===== src/hw/rtl/btpc_pkg.sv =====
// btpc_pkg: shared types and constants for the pressure compensation block
// no dependencies
package btpc_pkg;

    localparam logic [1:0] REG_AC_S = 2'd0;
    localparam logic [1:0] REG_AC_U = 2'd1;
    localparam logic [1:0] REG_B_M  = 2'd2;
    localparam logic [1:0] REG_OSS  = 2'd3;

    // datapath operations, one per sequencer step
    typedef enum logic [4:0] {
        OP_NONE,
        OP_T_LOAD,   // a = (ut - ac6) * ac5
        OP_T_X1,     // x1 = a / 32768, check den
        OP_T_DIVS,   // start mc*2048 / den
        OP_T_FIN,    // b5, value
        OP_P_LOAD,   // up, b6
        OP_P_SQ,     // b6*b6 >>> 12
        OP_P_M1,     // b2*sq >>> 11
        OP_P_M2,     // ac2*b6 >>> 11
        OP_P_B3,     // b3
        OP_P_M3,     // ac3*b6 >>> 13
        OP_P_M4,     // b1*sq >>> 16
        OP_P_X3,     // x3
        OP_P_B4,     // b4
        OP_P_B7,     // b7
        OP_P_DIVS,   // start p division
        OP_P_PFIX,   // p fixups
        OP_P_Q,      // (p>>>8)^2
        OP_P_Q2,     // *3038 >>> 16
        OP_P_Q3,     // -7357*p >>> 16
        OP_P_FIN     // value
    } t_op;

    typedef struct packed {
        t_op  op;
        logic div_start;
    } t_cmd;

    typedef struct packed {
        logic div_busy;
        logic zero_den;
    } t_stat;

    localparam int DIV_W = 32;

endpackage


===== src/hw/rtl/baro_temp_pressure_compensate.sv =====
// baro_temp_pressure_compensate: top level, registers, output word register
// depends on btpc_pkg, btpc_ctrl, btpc_dp
//
// usage
//   s_axis: one word per sensor reading; tuser = cmd (0 temp, 1 pressure),
//   tdata = msb, lsb, xlsb from bit 0 up.
//   m_axis: one word per reading; tuser = kind, div_error from bit 0 up,
//   tdata = signed value (0.1 degrees or pascals).
//   cfg: i_cfg_valid/o_cfg_ready with register index and data, write only
//   when idle; index 0 AC1..AC3, 1 AC4..AC6, 2 B1,B2,MC,MD, 3 oversampling.
// timing
//   a temperature or a pressure word shows on m_axis once the sequencer has
//   run its steps on the one shared multiplier and the single 32-bit radix-2
//   divider; a zero divisor sends the word out without the divider.
//   one word in flight at a time; the next input is taken once the result
//   has moved into the output register, so input overlaps an output stall.
// reset
//   synchronous active-low; clears registers, stored b5 and the output valid.
//   a stalled receiver holds the result in the output register; the block
//   finishes a following word and waits until the register frees.
module baro_temp_pressure_compensate (
    input  logic        i_clk,
    input  logic        i_rst_n,
    input  logic        s_axis_tvalid,
    output logic        s_axis_tready,
    input  logic [23:0] s_axis_tdata,   // msb, lsb, xlsb
    input  logic        s_axis_tuser,   // cmd
    output logic        m_axis_tvalid,
    input  logic        m_axis_tready,
    output logic [31:0] m_axis_tdata,   // value
    output logic [1:0]  m_axis_tuser,   // kind, div_error
    input  logic        i_cfg_valid,
    output logic        o_cfg_ready,
    input  logic [1:0]  i_cfg_index,
    input  logic [63:0] i_cfg_data
);
    import btpc_pkg::*;

    logic [47:0] r_ac_s, r_ac_u;
    logic [63:0] r_b_m;
    logic [1:0]  r_oss;
    logic        r_mvalid;
    logic [31:0] r_mdata;
    logic [1:0]  r_muser;

    t_cmd  w_cmd;
    t_stat w_stat;
    logic  w_idle, w_done, w_start, w_kind, w_err, w_out_free;
    logic [31:0] w_value;

    assign o_cfg_ready   = 1'b1;
    assign s_axis_tready = w_idle;
    assign w_start       = s_axis_tvalid && w_idle;
    assign w_out_free    = !r_mvalid || m_axis_tready;

    // configuration registers
    always_ff @(posedge i_clk) begin
        if (!i_rst_n) begin
            r_ac_s <= '0;
            r_ac_u <= '0;
            r_b_m  <= '0;
            r_oss  <= '0;
        end else if (i_cfg_valid) begin
            case (i_cfg_index)
                REG_AC_S: r_ac_s <= i_cfg_data[47:0];
                REG_AC_U: r_ac_u <= i_cfg_data[47:0];
                REG_B_M:  r_b_m  <= i_cfg_data;
                REG_OSS:  r_oss  <= i_cfg_data[1:0];
                default: ;
            endcase
        end
    end

    btpc_ctrl u_ctrl (
        .i_clk      (i_clk),
        .i_rst_n    (i_rst_n),
        .i_start    (w_start),
        .i_kind     (s_axis_tuser),
        .i_stat     (w_stat),
        .i_out_free (w_out_free),
        .o_cmd      (w_cmd),
        .o_idle     (w_idle),
        .o_done     (w_done)
    );

    btpc_dp u_dp (
        .i_clk   (i_clk),
        .i_rst_n (i_rst_n),
        .i_load  (w_start),
        .i_kind  (s_axis_tuser),
        .i_msb   (s_axis_tdata[7:0]),
        .i_lsb   (s_axis_tdata[15:8]),
        .i_xlsb  (s_axis_tdata[23:16]),
        .i_ac_s  (r_ac_s),
        .i_ac_u  (r_ac_u),
        .i_b_m   (r_b_m),
        .i_oss   (r_oss),
        .i_cmd   (w_cmd),
        .o_stat  (w_stat),
        .o_kind  (w_kind),
        .o_value (w_value),
        .o_err   (w_err)
    );

    // output word register
    always_ff @(posedge i_clk) begin
        if (!i_rst_n) begin
            r_mvalid <= 1'b0;
        end else if (w_done) begin
            r_mvalid <= 1'b1;
        end else if (m_axis_tready) begin
            r_mvalid <= 1'b0;
        end
    end

    always_ff @(posedge i_clk) begin
        if (w_done) begin
            r_mdata <= w_err ? 32'd0 : w_value;
            r_muser <= {w_err, w_kind};
        end
    end

    assign m_axis_tvalid = r_mvalid;
    assign m_axis_tdata  = r_mdata;
    assign m_axis_tuser  = r_muser;

    a_no_overwrite: assert property (@(posedge i_clk) disable iff (!i_rst_n)
        (r_mvalid && !m_axis_tready) |-> !w_done) else $error("output overwritten");
    a_busy_no_accept: assert property (@(posedge i_clk) disable iff (!i_rst_n)
        w_start |=> !s_axis_tready) else $error("accepted while busy");
    a_err_zero: assert property (@(posedge i_clk) disable iff (!i_rst_n)
        (m_axis_tvalid && m_axis_tuser[1]) |-> m_axis_tdata == 32'd0)
        else $error("error word carries value");
endmodule


===== src/hw/rtl/btpc_ctrl.sv =====
// btpc_ctrl: sequencer issuing one datapath operation per step
// depends on btpc_pkg
module btpc_ctrl (
    input  logic            i_clk,
    input  logic            i_rst_n,
    input  logic            i_start,
    input  logic            i_kind,
    input  btpc_pkg::t_stat i_stat,
    input  logic            i_out_free,
    output btpc_pkg::t_cmd  o_cmd,
    output logic            o_idle,
    output logic            o_done
);
    import btpc_pkg::*;

    localparam logic [1:0] S_IDLE = 2'd0;
    localparam logic [1:0] S_RUN  = 2'd1;
    localparam logic [1:0] S_WAIT = 2'd2;
    localparam logic [1:0] S_OUT  = 2'd3;

    logic [1:0] r_state, n_state;
    t_op        r_op, n_op;

    always_comb begin
        n_state   = r_state;
        n_op      = r_op;
        o_cmd.op  = OP_NONE;
        o_cmd.div_start = 1'b0;
        o_done    = 1'b0;
        case (r_state)
            S_IDLE: begin
                if (i_start) begin
                    n_state = S_RUN;
                    n_op    = i_kind ? OP_P_LOAD : OP_T_LOAD;
                end
            end
            S_RUN: begin
                o_cmd.op = r_op;
                case (r_op)
                    OP_T_X1: begin
                        if (i_stat.zero_den) n_state = S_OUT;
                        else n_op = OP_T_DIVS;
                    end
                    OP_T_DIVS: begin
                        o_cmd.div_start = 1'b1;
                        n_state = S_WAIT;
                        n_op = OP_T_FIN;
                    end
                    OP_T_FIN, OP_P_FIN: n_state = S_OUT;
                    OP_P_B7: begin
                        if (i_stat.zero_den) n_state = S_OUT;
                        else n_op = OP_P_DIVS;
                    end
                    OP_P_DIVS: begin
                        o_cmd.div_start = 1'b1;
                        n_state = S_WAIT;
                        n_op = OP_P_PFIX;
                    end
                    default: n_op = t_op'(r_op + 5'd1);
                endcase
            end
            S_WAIT: begin
                if (!i_stat.div_busy) n_state = S_RUN;
            end
            S_OUT: begin
                if (i_out_free) begin
                    o_done  = 1'b1;
                    n_state = S_IDLE;
                end
            end
            default: n_state = S_IDLE;
        endcase
    end

    always_ff @(posedge i_clk) begin
        if (!i_rst_n) begin
            r_state <= S_IDLE;
            r_op    <= OP_NONE;
        end else begin
            r_state <= n_state;
            r_op    <= n_op;
        end
    end

    assign o_idle = (r_state == S_IDLE);

    a_done_from_out: assert property (@(posedge i_clk) disable iff (!i_rst_n)
        o_done |-> r_state == S_OUT) else $error("done outside output state");
    a_start_leaves_idle: assert property (@(posedge i_clk) disable iff (!i_rst_n)
        (o_idle && i_start) |=> r_state == S_RUN) else $error("start lost");
    a_div_start_waits: assert property (@(posedge i_clk) disable iff (!i_rst_n)
        o_cmd.div_start |=> r_state == S_WAIT) else $error("divider not awaited");
endmodule


===== src/hw/rtl/btpc_div.sv =====
// btpc_div: radix-2 restoring unsigned divider, one quotient bit per cycle
// depends on btpc_pkg
module btpc_div (
    input  logic                          i_clk,
    input  logic                          i_rst_n,
    input  logic                          i_start,
    input  logic [btpc_pkg::DIV_W-1:0]    i_num,
    input  logic [btpc_pkg::DIV_W-1:0]    i_den,
    output logic                          o_busy,
    output logic [btpc_pkg::DIV_W-1:0]    o_quo
);
    import btpc_pkg::*;

    logic [DIV_W-1:0] r_quo, r_den;
    logic [DIV_W:0]   r_rem;
    logic [5:0]       r_cnt;
    logic             r_busy;
    logic [DIV_W:0]   w_shift, w_diff;

    assign w_shift = {r_rem[DIV_W-1:0], r_quo[DIV_W-1]};
    assign w_diff  = w_shift - {1'b0, r_den};

    always_ff @(posedge i_clk) begin
        if (!i_rst_n) begin
            r_busy <= 1'b0;
            r_cnt  <= '0;
        end else if (i_start) begin
            r_busy <= 1'b1;
            r_cnt  <= 6'(DIV_W);
        end else if (r_busy) begin
            r_cnt <= r_cnt - 6'd1;
            if (r_cnt == 6'd1) r_busy <= 1'b0;
        end
    end

    always_ff @(posedge i_clk) begin
        if (i_start) begin
            r_quo <= i_num;
            r_den <= i_den;
            r_rem <= '0;
        end else if (r_busy) begin
            if (!w_diff[DIV_W]) begin
                r_rem <= w_diff;
                r_quo <= {r_quo[DIV_W-2:0], 1'b1};
            end else begin
                r_rem <= w_shift;
                r_quo <= {r_quo[DIV_W-2:0], 1'b0};
            end
        end
    end

    assign o_busy = r_busy;
    assign o_quo  = r_quo;
endmodule


===== src/hw/rtl/btpc_dp.sv =====
// btpc_dp: datapath registers, one multiplier and the shared divider
// depends on btpc_pkg, btpc_div
module btpc_dp (
    input  logic            i_clk,
    input  logic            i_rst_n,
    input  logic            i_load,
    input  logic            i_kind,
    input  logic [7:0]      i_msb,
    input  logic [7:0]      i_lsb,
    input  logic [7:0]      i_xlsb,
    input  logic [47:0]     i_ac_s,
    input  logic [47:0]     i_ac_u,
    input  logic [63:0]     i_b_m,
    input  logic [1:0]      i_oss,
    input  btpc_pkg::t_cmd  i_cmd,
    output btpc_pkg::t_stat o_stat,
    output logic            o_kind,
    output logic [31:0]     o_value,
    output logic            o_err
);
    import btpc_pkg::*;

    logic [7:0]  r_msb, r_lsb, r_xlsb;
    logic        r_kind, r_err;
    logic [31:0] r_b5, r_a, r_x1, r_x2, r_sq, r_b6, r_b3, r_b4, r_b7, r_p, r_up, r_val;
    logic        r_neg;
    logic [31:0] w_ma, w_mb, w_prod, w_num, w_den, w_quo;
    logic        w_busy;
    logic [31:0] ac1, ac2, ac3, ac4, ac5, ac6, b1, b2, mc, md;

    function automatic logic [31:0] sx(input logic [15:0] v);
        sx = {{16{v[15]}}, v};
    endfunction
    function automatic logic [31:0] asr(input logic [31:0] v, input logic [4:0] s);
        asr = 32'($signed(v) >>> s);
    endfunction

    assign ac1 = sx(i_ac_s[47:32]);
    assign ac2 = sx(i_ac_s[31:16]);
    assign ac3 = sx(i_ac_s[15:0]);
    assign ac4 = {16'd0, i_ac_u[47:32]};
    assign ac5 = {16'd0, i_ac_u[31:16]};
    assign ac6 = {16'd0, i_ac_u[15:0]};
    assign b1  = sx(i_b_m[63:48]);
    assign b2  = sx(i_b_m[47:32]);
    assign mc  = sx(i_b_m[31:16]);
    assign md  = sx(i_b_m[15:0]);

    // single shared 32x32 multiplier, low word kept
    always_comb begin
        w_ma = '0;
        w_mb = '0;
        case (i_cmd.op)
            OP_T_LOAD: begin w_ma = {16'd0, r_msb, r_lsb} - ac6; w_mb = ac5; end
            OP_P_SQ:   begin w_ma = r_b6; w_mb = r_b6; end
            OP_P_M1:   begin w_ma = b2;   w_mb = r_sq; end
            OP_P_M2:   begin w_ma = ac2;  w_mb = r_b6; end
            OP_P_M3:   begin w_ma = ac3;  w_mb = r_b6; end
            OP_P_M4:   begin w_ma = b1;   w_mb = r_sq; end
            OP_P_B4:   begin w_ma = ac4;  w_mb = r_x1 + 32'd32768; end
            OP_P_B7:   begin w_ma = r_up - r_b3; w_mb = 32'd50000 >> i_oss; end
            OP_P_Q:    begin w_ma = asr(r_p, 5'd8); w_mb = asr(r_p, 5'd8); end
            OP_P_Q2:   begin w_ma = r_x1; w_mb = 32'd3038; end
            OP_P_Q3:   begin w_ma = 32'd0 - 32'd7357; w_mb = r_p; end
            default: ;
        endcase
    end
    assign w_prod = 32'(w_ma * w_mb);

    // signed or unsigned operand selection for the divider
    always_comb begin
        w_num = '0;
        w_den = '0;
        if (i_cmd.op == OP_T_DIVS) begin
            // magnitude of mc * 2048
            w_num = mc[31] ? 32'd0 - (mc << 11) : (mc << 11);
            w_den = r_x2[31] ? 32'd0 - r_x2 : r_x2;
        end else begin
            w_num = r_b7[31] ? r_b7 : {r_b7[30:0], 1'b0};
            w_den = r_b4;
        end
    end

    btpc_div u_div (
        .i_clk   (i_clk),
        .i_rst_n (i_rst_n),
        .i_start (i_cmd.div_start),
        .i_num   (w_num),
        .i_den   (w_den),
        .o_busy  (w_busy),
        .o_quo   (w_quo)
    );

    always_ff @(posedge i_clk) begin
        if (!i_rst_n) begin
            r_b5 <= '0;
        end else if (i_cmd.op == OP_T_FIN) begin
            r_b5 <= r_x1 + (r_neg ? 32'd0 - w_quo : w_quo);
        end
    end

    always_ff @(posedge i_clk) begin
        if (i_load) begin
            r_kind <= i_kind;
            r_msb  <= i_msb;
            r_lsb  <= i_lsb;
            r_xlsb <= i_xlsb;
            r_err  <= 1'b0;
            r_val  <= '0;
        end
        case (i_cmd.op)
            OP_T_LOAD: r_a <= w_prod;
            OP_T_X1: begin
                // signed divide by 32768, truncating toward zero
                r_x1 <= asr(r_a + (r_a[31] ? 32'd32767 : 32'd0), 5'd15);
                r_x2 <= asr(r_a + (r_a[31] ? 32'd32767 : 32'd0), 5'd15) + md;
                if (asr(r_a + (r_a[31] ? 32'd32767 : 32'd0), 5'd15) + md == 32'd0)
                    r_err <= 1'b1;
            end
            OP_T_DIVS: begin
                r_neg <= (mc[31] ^ r_x2[31]);
            end
            OP_T_FIN: r_val <= asr(r_x1 + (r_neg ? 32'd0 - w_quo : w_quo) + 32'd8, 5'd4);
            OP_P_LOAD: begin
                r_up <= {8'd0, r_msb, r_lsb, r_xlsb} >> (4'd8 - {2'b00, i_oss});
                r_b6 <= r_b5 - 32'd4000;
            end
            OP_P_SQ: r_sq <= asr(w_prod, 5'd12);
            OP_P_M1: r_x1 <= asr(w_prod, 5'd11);
            OP_P_M2: r_x2 <= asr(w_prod, 5'd11);
            OP_P_B3: r_b3 <= asr((((ac1 << 2) + r_x1 + r_x2) << i_oss) + 32'd2, 5'd2);
            OP_P_M3: r_x1 <= asr(w_prod, 5'd13);
            OP_P_M4: r_x2 <= asr(w_prod, 5'd16);
            OP_P_X3: r_x1 <= asr(r_x1 + r_x2 + 32'd2, 5'd2);
            OP_P_B4: r_b4 <= {15'd0, w_prod[31:15]};
            OP_P_B7: begin
                r_b7 <= w_prod;
                if (r_b4 == 32'd0) r_err <= 1'b1;
            end
            OP_P_PFIX: r_p <= r_b7[31] ? {w_quo[30:0], 1'b0} : w_quo;
            OP_P_Q:  r_x1 <= w_prod;
            OP_P_Q2: r_x1 <= asr(w_prod, 5'd16);
            OP_P_Q3: r_x2 <= asr(w_prod, 5'd16);
            OP_P_FIN: r_val <= r_p + asr(r_x1 + r_x2 + 32'd3791, 5'd4);
            default: ;
        endcase
    end

    assign o_stat.div_busy = w_busy;
    assign o_stat.zero_den = (i_cmd.op == OP_T_X1)
        ? (asr(r_a + (r_a[31] ? 32'd32767 : 32'd0), 5'd15) + md == 32'd0)
        : (r_b4 == 32'd0);
    assign o_kind  = r_kind;
    assign o_value = r_val;
    assign o_err   = r_err;
endmodule


===== config.mk =====
export PLATFORM = sky130hd
export DESIGN_NAME = baro_temp_pressure_compensate
export DESIGN_NICKNAME = d
export VERILOG_FILES = /design/src/hw/rtl/btpc_pkg.sv /design/src/hw/rtl/baro_temp_pressure_compensate.sv /design/src/hw/rtl/btpc_ctrl.sv /design/src/hw/rtl/btpc_div.sv /design/src/hw/rtl/btpc_dp.sv
export SDC_FILE = /design/constraint.sdc
export NUM_CORES = 2
export LEC_CHECK = 0
export ABC_AREA = 1
export BUFFER_PORTS_ARGS = -buffer_cell sky130_fd_sc_hd__buf_2
export CAP_MARGIN = 20
export CORE_ASPECT_RATIO = 0.7
export CORE_MARGIN = 10
export CORE_UTILIZATION = 30
export CTS_CLUSTER_DIAMETER = 40
export DETAILED_ROUTE_END_ITERATION = 7
export GPL_TIMING_DRIVEN = 0
export PLACE_DENSITY = 0.43
export SYNTH_ARGS = -nofsm -noshare
export SYNTH_HDL_FRONTEND = slang
export SYNTH_SLANG_ARGS = --single-unit

===== constraint.sdc =====
create_clock -name i_clk -period 10.4 [get_ports i_clk]
set_input_delay 1.56 -clock i_clk [delete_from_list [all_inputs] [get_ports i_clk]]
set_output_delay 1.56 -clock i_clk [all_outputs]
set_load 0.02 [all_outputs]

## Word level (Yosys, flattened, before mapping)

Index checks and enable logic that the tools add are counted.

- Register bits after elaboration: 689
- Input bits: 96
- Output and inout bits: 37
- Logic and storage cells: 177

- Add/subtract/negate cells: 22
- Multipliers: 1
- Eq/ne operators: 40
- Shift-type cells: 3
- Mux-type cells: 46
- Bitwise logic cells: 2
- Reduce and logical (&&, ||, !) cells: 27

Operators by type and width:

| operator | count |
|---|---|
| case mux 32 bit (11 select lines) | 1 |
| 2-to-1 mux 32 bit | 9 |
| case mux 32 bit (8 select lines) | 1 |
| case mux 32 bit (6 select lines) | 1 |
| adder 32 bit | 5 |
| case mux 32 bit (3 select lines) | 1 |
| adder 32 x 2 -> 32 bit (second input constant) | 2 |
| zero test 32 bit | 2 |
| case mux 32 bit (2 select lines) | 1 |
| subtractor 1 x 32 -> 32 bit (first input constant) | 2 |
| == test 5 x 4 -> 1 bit (second input constant) | 9 |
| subtractor 33 x 32 -> 33 bit | 1 |
| adder 32 x 12 -> 32 bit (second input constant) | 1 |
| adder 32 x 15 -> 32 bit | 1 |
| adder 32 x 16 -> 32 bit (second input constant) | 1 |
| adder 32 x 4 -> 32 bit (second input constant) | 1 |
| multiplier 32 x 32 -> 32 bit | 1 |
| << shifter 32 x 2 -> 32 bit | 1 |
| >> shifter 16 x 2 -> 32 bit (first input constant) | 1 |
| >> shifter 24 x 4 -> 32 bit | 1 |
| subtractor 32 x 12 -> 32 bit (second input constant) | 1 |
| subtractor 32 bit | 1 |
| 2-to-1 mux 31 bit | 1 |
| == test 5 bit (second input constant) | 6 |
| other kinds (42) | 89 |

## Longest topological paths before layout

- Depth after elaboration: 9
- Gate-level depth with buffers: 48
- Depth with buffers taken out: 48

## Modules after synthesis

From an unflattened synthesis, not the netlist that was laid out.

- Cell total of the unflattened synthesis: 9339
- Area total of the unflattened synthesis: 66127.2 µm²

By module, submodules not included:

| module | times used | cells an instance | area an instance (µm²) | seq. area each (µm²) |
|---|---|---|---|---|
| btpc_dp | 1 | 7036 | 50492.2 | 10450.0 |
| baro_temp_pressure_compensate | 1 | 1151 | 8127.8 | 4284.1 |
| btpc_div | 1 | 1039 | 6826.5 | 2702.6 |
| btpc_ctrl | 1 | 113 | 680.7 | 140.1 |

## Worst setup path before layout

OpenSTA, ideal clock, no wires.

- Path kind: flip-flop to flip-flop
- From: register r_oss[0]
- To: register u_dp.r_x1[16] (data pin)
- Library setup time: 267 ps
- Data arrival time: 9046 ps
- Setup slack: 1086 ps
- Cell stages (with the launch flop): 43
- Path buffers: 6
- Cells stage by stage: dfxtp_1 -> inv_1 -> clkbuf_1 -> clkbuf_1 -> clkbuf_1 -> clkbuf_1 -> buf_1 -> ha_1 -> nand2_1 -> nand4_1 -> nor2_4 -> clkinv_1 -> clkbuf_1 -> nand2_1 -> inv_1 -> fa_1 -> fa_1 -> inv_1 -> [7 not listed] -> fa_1 -> inv_1 -> ha_1 -> a21oi_1 -> a21boi_0 -> o21ai_0 -> a21boi_0 -> o21ai_0 -> inv_1 -> o21ai_0 -> a21oi_1 -> o21ai_0 -> or2_2 -> nand2_1 -> inv_1 -> nand2_1 -> o2111ai_1 -> nand3b_1

- Cells in the longest elaborated chain, start to end: 4

RTL lines:

| element | line | source |
|---|---|---|
| start, declared | baro_temp_pressure_compensate.sv:41 | `logic [1:0] r_oss;` |
| start signal, assigned | baro_temp_pressure_compensate.sv:68 | `REG_OSS: r_oss <= i_cfg_data[1:0];` |
| >> shifter 16 x 2 -> 32 bit | btpc_dp.sv:61 | `OP_P_B7: begin w_ma = r_up - r_b3; w_mb = 32'd50000 >> i_oss; end` |
| case mux 32 bit (8 select lines) | btpc_dp.sv:53 | `case (i_cmd.op)` |
| multiplier 32 x 32 -> 32 bit | btpc_dp.sv:68 | `assign w_prod = 32'(w_ma * w_mb);` |
| via u_dp.w_prod[29] | btpc_dp.sv:27 | `logic [31:0] w_ma, w_mb, w_prod, w_num, w_den, w_quo;` |
| case mux 32 bit (6 select lines) | btpc_dp.sv:111 | `case (i_cmd.op)` |
| end signal, assigned | btpc_dp.sv:115 | `r_x1 <= asr(r_a + (r_a[31] ? 32'd32767 : 32'd0), 5'd15);` |
| end signal, assigned | btpc_dp.sv:129 | `OP_P_M1: r_x1 <= asr(w_prod, 5'd11);` |
| end signal, assigned | btpc_dp.sv:132 | `OP_P_M3: r_x1 <= asr(w_prod, 5'd13);` |
| end, declared | btpc_dp.sv:25 | `logic [31:0] r_b5, r_a, r_x1, r_x2, r_sq, r_b6, r_b3, r_b4, r_b7, r_p, r_up, r_val;` |

The timed path passes the listed nets, and every way through them passes these cells.
A chain may end at the register's enable or synchronous reset.

## Worst setup path in the final report

- From: register u_ctrl.r_state[1]
- To: register u_dp.r_x1[24] (data pin)

- Cells in the longest elaborated chain, start to end: 7
- Elaborated cells between the ends (all ways): 21
- Those cells by class: mul: 1; eq/ne: 14; mux: 4; reduce/logical: 2

RTL lines:

| element | line | source |
|---|---|---|
| start, declared | btpc_ctrl.sv:21 | `logic [1:0] r_state, n_state;` |
| start signal, assigned | btpc_ctrl.sv:80 | `r_state <= n_state;` |
| == test 2 x 1 -> 1 bit * | btpc_ctrl.sv:30 | `case (r_state)` |
| 2-to-1 mux 6 bit * | btpc_ctrl.sv:30 |  |
| == test 5 x 3 -> 1 bit or == test 5 x 4 -> 1 bit (tied branches) | btpc_dp.sv:53 |  |
| OR reduction 3 bit (no source line) or OR reduction 2 bit (tied branches) | -- |  |
| case mux 32 bit (8 select lines) | btpc_dp.sv:53 |  |
| multiplier 32 x 32 -> 32 bit * | btpc_dp.sv:68 |  |
| via u_dp.w_prod[31] | btpc_dp.sv:27 |  |
| case mux 32 bit (6 select lines) * | btpc_dp.sv:111 |  |

Mark *: on every way through the listed nets, which the timed path passes. The rest lies on a longest branch.

==> impl_results.md <==
* Layout filler cell count at 22300
* Top-area cell type share of the netlist area at 0.201
* Initial DRC Count at 6831
* Worst hold-check path type: reg2reg
* Worst Max-Slew Pin Slew at 1300 ps
* Worst reg-to-reg setup slack at 230 ps
* Worst r2r path cells at 42
* RR Startpoint: u_ctrl.r_state[1]
* Area leader, netlist: edfxtp_1
* Clk buf depth at 3
* Synthesized area at 63200 um2
* Worst Path Max Fanout at 10
* Syn Area/Cell at 7.44 um2
* Biggest regs: r_b_m x64, r_ac_s x48, r_ac_u x48
* Clk Latency, worst-skew pair at 780 ps
* Top FF cell, synth: edfxtp_1
* P per Cell Area at 158 nW/um2
* First-pass GRT wire length at 453000 um
* Most common cell after layout, fill and taps aside: nand2_1
* Routed Wire Length at 331000 um
* Number of flops mapped to enable cells by yosys at 424
* CP delay by family, top: adder cells
* Clock skew at 95.8 ps
* Crit path kind: reg2reg
* Synthesis-to-finish area growth at 16.2%
* Worst Path Required at 10890 ps
* WHS Path Cells at 0
* Post-synthesis cell type count at 68
* Run status: complete, no violations
* Final Util at 0.352
* Yosys reg bits at 666
* Final HPWL DP at 277000 um
* Fmax at 98.3 MHz
* CTS tree: done
* Vias at 60800
* Total power at 11.6 mW
* Vias in the first global route at 57200
* Port-buffer cells at 126
* All-Layer GR Usage at 0.277
* Area contributors post-synth: edfxtp_1, fa_1, nand2_1
* DR pass1 iterations at 6
* Maximum vdd drop at 148 uV
* Die area at 230000 um2
* WL per Instance at 28.2 um
* Post-synthesis instance total at 8499
* Arrival @ worst endpoint at 10660 ps
* Critical Path End Type: flop
* Cell mode on critical path: fa_1
* Final worst path period share at 0.978
* Vias per cell at 5.19
* Setup ws final at 225 ps
* CP max-delay cell: fa_1
* Max-cap viol count at 0
* Non-filler cells, final at 11700
* Die W at 569 um
* Reg2reg end: u_dp.r_x1[24]
* Core Area at 209000 um2
* Post-route ant nets at 0
* Total grt overflow at 0
* Relative slew slack at 0.123
* DP Worst Slack at -3770 ps
* H-tree levels at 3
* Starting Density at 0.303
* Gp weighted congestion at 1.02
* Fraction of synthesis flops using an asynchronous set or reset pin at 0
* Commonest cells after routing, fill and taps aside: nand2_1, inv_1, nor2_1, o21ai_0, a21oi_1
* Net count, final at 9762
* Initial antenna violation count at 49
* Largest Register: r_b_m
* Warnings, synthesis at 0
* Worst path max stage delay at 550 ps
* Final min period at 10170 ps
* Die Span Y at 404 um
* WP buf/inv at 13
* Lkg Pwr at 34.7 nW
* Final setup fails at 0
* Layout cells sized above 1 at 0.0861
* Site row count at 140
* Dpl cells at 11400
* Crit start category: flop
* I/O pins at 133
* Worst Hold Endpoint: m_axis_tuser[1]
* DRC violations left at 0
* Sequential area share after synthesis at 0.278
* Max reg flops at 64
* HP Start: u_dp.o_err
* CTS Buf Count at 103
* Hold Worst Slack at 427 ps
* Final Max Slew Viols at 0
* Root buffer cell: clkbuf_16
* Num Clock Sinks at 666
* Pin count of the biggest net entering global routing at 37
* Clock Pin Slew Worst Setup and Hold Paths at 70 ps
* Endpoints failing hold at 0
## metal layers
layer,up-vias,part of all wire,track usage
li1,28000,-,-
met2,2652,0.39,0.378
met1,29800,0.48,0.420
met4,8,0.034,0.0828
met5,-,0.00016,0
met3,372,0.10,0.0734
## what timing repair did
item                                    4_1_cts  5_1_grt
pin swaps                                    24       16
setup buffers                                52       28
hold buffers                                  0        0
endpoints found under the setup margin      134       78
gates resized for setup                     201      174
gates cloned                                  0        3
## stage by stage
step	setup TNS, ps	area [um2]
global route	-111	73400
floorplan	0	63200
finish	0	73500
CTS	0	72600
detailed placement	-285390	67900
global placement	-335100	67300
## cell usage after synthesis, drive strengths merged, types with 3 or more instances
library cell / instances
nand2: 1970
fa: 445
a21boi: 15
nor3: 104
nor3b: 7
a211oi: 11
clkinv: 8
a221oi: 15
nor2: 801
or2: 31
buf: 69
o21bai: 14
nor4: 34
o221ai: 22
xor2: 229
dfxtp: 242
a22oi: 20
o211ai: 89
xnor2: 74
o31ai: 13
a31oi: 27
nand3: 362
mux2i: 18
nand3b: 41
ha: 370
o21a: 11
o22ai: 30
o21ai: 553
clkbuf: 191
o311ai: 3
a21o: 15
and2: 5
edfxtp: 424
o2111ai: 12
a21oi: 474
inv: 1608
nand4: 127
## cell families (layout without fill, tap and decap cells)
kind of cell,after synthesis,in the layout,synth area share
and+or+nand+nor,3484,3484,0.231
buffers and inverters,1876,2302,0.113
AOI/OAI and AO/OA,1335,1336,0.119
adders and majority gates,815,815,0.214
DFF,666,666,0.278
xor gates and xnor gates,303,303,0.0420
muxes,18,18,0.00285
other,2,32,0.000119
## area by class of cell
class                           instances  area [um2]  area share
Clock buffer                          124        2820      0.0384
Clock inverter                         70         769      0.0105
Timing Repair Buffer                  241        1930      0.0263
Multi-Input combinational cell       5972       39300       0.535
Buffer                                251        1400      0.0191
Sequential cell                       666       17600       0.239
Inverter                             1616        6130      0.0835
Tap cell                             2769        3460      0.0472
Antenna cell                           16        40.0    0.000545
## how the worst max path moves through the flow
stage                       from            end  slack (ps)  cells after the start
4_1_cts             u_dp.r_b3[0]  u_dp.r_x1[24]           3                     41
3_5_place_dp            r_oss[0]   u_dp.r_x1[9]       -3770                     42
5_1_grt        u_ctrl.r_state[1]  u_dp.r_x2[17]         -30                     42
3_3_place_gp            r_oss[0]  u_dp.r_x1[27]       -4170                     43
2_1_floorplan           r_oss[0]  u_dp.r_x1[16]        1090                     42
6_report       u_ctrl.r_state[1]  u_dp.r_x1[24]         230                     42
## power by group
part           switching [mW]  leakage (nW)  internal [mW]
Combinational            3.12          27.2           1.30
Sequential              0.301          5.75           3.21
Clock                    1.53          1.76           2.12
Note: power is estimated with default switching activity, not from simulation.
